## config.mk

```make
export PLATFORM = sky130hd
export DESIGN_NAME = hds_cell
export DESIGN_NICKNAME = d
export VERILOG_FILES = /design/src/hds_pkg.sv /design/src/hds_cell.sv
export SDC_FILE = /design/constraint.sdc
export NUM_CORES = 1
export LEC_CHECK = 0
export BUFFER_PORTS_ARGS = -buffer_cell sky130_fd_sc_hd__buf_2
export CORE_UTILIZATION = 30
export DETAILED_ROUTE_END_ITERATION = 8
export HOLD_SLACK_MARGIN = 0.05
export SKIP_CTS_REPAIR_TIMING = 1
export SYNTH_ARGS = -nofsm -noshare
export SYNTH_HDL_FRONTEND = slang
export SYNTH_SLANG_ARGS = --single-unit
export TNS_END_PERCENT = 50
```

## constraint.sdc

```tcl
create_clock -name i_clk -period 0.8 [get_ports i_clk]
set_clock_uncertainty 0.2 [all_clocks]
set_input_delay 0.12 -clock i_clk [delete_from_list [all_inputs] [get_ports i_clk]]
set_output_delay 0.12 -clock i_clk [all_outputs]
set_load 0.1 [all_outputs]
```

## src/hds_pkg.sv

```systemverilog
package hds_pkg;

    localparam int GRID_SIDE_MAX_DEF = 128;
    localparam int VALUE_BITS_DEF    = 32;

    localparam int CFG_W     = 32;
    localparam int CFG_IDX_W = 3;
    localparam int INNER_W   = 7;
    localparam int ITER_W    = 20;
    localparam int K_W       = 15;
    localparam int EDGE_W    = 32;
    localparam int IDX_W     = 7;
    localparam int STATUS_W  = 2;
    localparam int CELL_W    = 32;

    localparam logic [INNER_W-1:0] INNER_RST = 7'd100;
    localparam logic [ITER_W-1:0]  ITER_RST  = 20'd10000;
    localparam logic [K_W-1:0]     K_RST     = 15'd16384;
    localparam logic [EDGE_W-1:0]  TOP_RST   = 32'd655360;
    localparam logic [EDGE_W-1:0]  BOT_RST   = 32'd2621440;
    localparam logic [EDGE_W-1:0]  LEFT_RST  = 32'd1310720;
    localparam logic [EDGE_W-1:0]  RIGHT_RST = 32'd1966080;

    typedef enum logic [CFG_IDX_W-1:0] {
        CFG_INNER  = 3'd0,
        CFG_ITER   = 3'd1,
        CFG_K      = 3'd2,
        CFG_TOP    = 3'd3,
        CFG_BOTTOM = 3'd4,
        CFG_LEFT   = 3'd5,
        CFG_RIGHT  = 3'd6
    } t_cfg_idx;

    typedef enum logic [STATUS_W-1:0] {
        STS_RUN_DONE = 2'd0,
        STS_READ_OK  = 2'd1,
        STS_READ_OOR = 2'd2
    } t_status;

    typedef enum logic {
        FN_RUN  = 1'b0,
        FN_READ = 1'b1
    } t_func;

    typedef enum logic [2:0] {
        S_IDLE,
        S_INIT,
        S_SWEEP,
        S_DRAIN,
        S_RDADDR,
        S_RESP
    } t_state;

endpackage

```

## src/hds_cell.sv

```systemverilog
module hds_cell import hds_pkg::*; #(
    parameter int WIDTH = VALUE_BITS_DEF
) (
    input  logic             i_clk,
    input  logic             i_en,
    input  logic [WIDTH-1:0] i_d,
    output logic [WIDTH-1:0] o_q
);

    logic [WIDTH-1:0] r_q;

    always_ff @(posedge i_clk) begin
        if (i_en) begin
            r_q <= i_d;
        end
    end

    assign o_q = r_q;

endmodule

```

==> metrics.txt <==
status=finished, violations left; failing checks=hold timing, setup timing; register clock-pin slew on the reported worst setup and hold paths=0.09 ns; final hold violations=32; Hold Crit Start=i_d[5]; Vias=587; clock root buffer=clkbuf_4; unrepaired setup endpoints after global routing=true; MaxCap Viol Count=0; syn nets=66; final wirelength=1.923 mm; GR Overflow Total=0; gr usage total=0.1243; max reg flops=32; Die Y=58.60 µm; # DRC=0; initial antenna violation count=0; Hold WS=-0.2294 ns; n_diodes=0; IO Pins=66; slew margin rel.=0.9159; CP Cell Sequence=buf_12; vias per inst=3.887; GPL Wtd Cong=0.6472; vias in the first global route=610; fmax=791.3 MHz; most common cell after layout, fill and taps aside=buf_12; Netlist cell types=1; Crit Path Class=flop to primary output; min Tclk post-route=1.264 ns; final setup violation count=32; Worst VDD drop=1.046 mV; CP Data Required Time=0.48 ns; startpoint types=flop; Synth Register Bits=32; deepest clock path buffer count=2; Multi-input gate area=0 µm²; largest net degree at the start of global routing=22; CTS H-Tree Depth=2; Std-Cell Rows=20; PD cells=2357 mW/mm²; Post-DRT Antenna Nets=0; Synth Warn #=0; Placed Instances=143; Crit path max-delay family=flip-flops; most frequent cells in the layout=buf_12 (34), buf_2 (33), edfxtp_1 (32); Syn Area/Cell=30.03 µm²; Worst setup EP type=primary output; Worst Tran Pin Value=0.1264 ns; Final Slew Violations=0; first-pass GRT wire length=2.842 mm; period utilization=1.580; Crit path largest cell delay=0.43 ns; CTS tree=done; Die Wd=58.60 µm; Area Overhead vs Synth=98.83%; Worst Path Max Fanout=1; layout cells sized above 1=0.6729; Initial Util=0.3148; Layout Cells excl Fill=151; TritonCTS buffer count=5; Clock Sinks=32; slack of the critical path=-0.4637 ns; Critical path buffers and inverters=1; Leak=0.7894 nW; Seq/Total Area, Yosys=1.000; WL/cell=12.74 µm; crit path launch=o_q[5]; worst min-delay path class=input port to flop; die area=0.003433 mm²; First DRT Iteration DRCs=2; Mapped Area=960.9 µm²; TritonRoute pass-1 iters=4; CP max-delay cell=edfxtp_1; core area=0.003053 mm²; Syn Inst Count=32; Worst EP arrival=0.94 ns; I/O Buffers=65; multi-input gates=0; setup TNS=-14.36 ns; Final #Nets=140
## synthesized netlist by cell type
master,instances,share of area
edfxtp_1,32,1.0
## path summary, 6_finish.rpt
path | end | slack [ns] | cells after the start
setup / recovery | o_q[5] | -0.46 | 1
hold / removal | o_q[5] | -0.23 | 1
## power breakdown
part / internal [W] / total (W) / switching, W / leakage, nW
clock network: 0.000337 / 0.000806 / 0.000469 / 0.0269
logic: 0.000548 / 0.00159 / 0.00105 / 0.449
registers: 0.00200 / 0.00210 / 0.000106 / 0.313
total: 0.00288 / 0.00450 / 0.00162 / 0.789
## cell families (layout without fill, tap and decap cells)
group    after synthesis  in the layout  share of synthesized area
flops                 32             32                      1.000
buf+inv                0             75                          0
## cell type report
type	instances	area (µm²)
Tap cell	44	55.05
Clock buffer	7	45.04
Sequential cell	32	960.9
Fill cell	240	1142
Clock inverter	1	3.754
Timing Repair Buffer	67	845.8
## routing by layer
layer	GRT usage	vias up	wire [µm]
met3	0.05934	4	147
met4	0.07143	0	26
met1	0.1372	270	720
li1	-	279	-
met2	0.1970	34	1028
met5	0	-	0
## metrics by stage
step / setup WS [ns] / power (W) / cell area, µm² / hold WS (ns) / util
after floorplan: -0.4240 / 0.003015 / 960.9 / 0.01887 / -
after global placement: -0.1338 / 0.003730 / 1862 / 0.09681 / 0.6098
after detailed placement: -0.1454 / 0.003749 / 1862 / 0.09810 / 0.6098
after CTS: -0.4961 / 0.004574 / 1911 / -0.2517 / 0.6258
after global routing: -0.5187 / 0.004676 / 1911 / -0.2611 / 0.6258
final: -0.4637 / 0.004504 / 1911 / -0.2294 / 0.6258
Note: power is estimated with default switching activity, not from simulation.
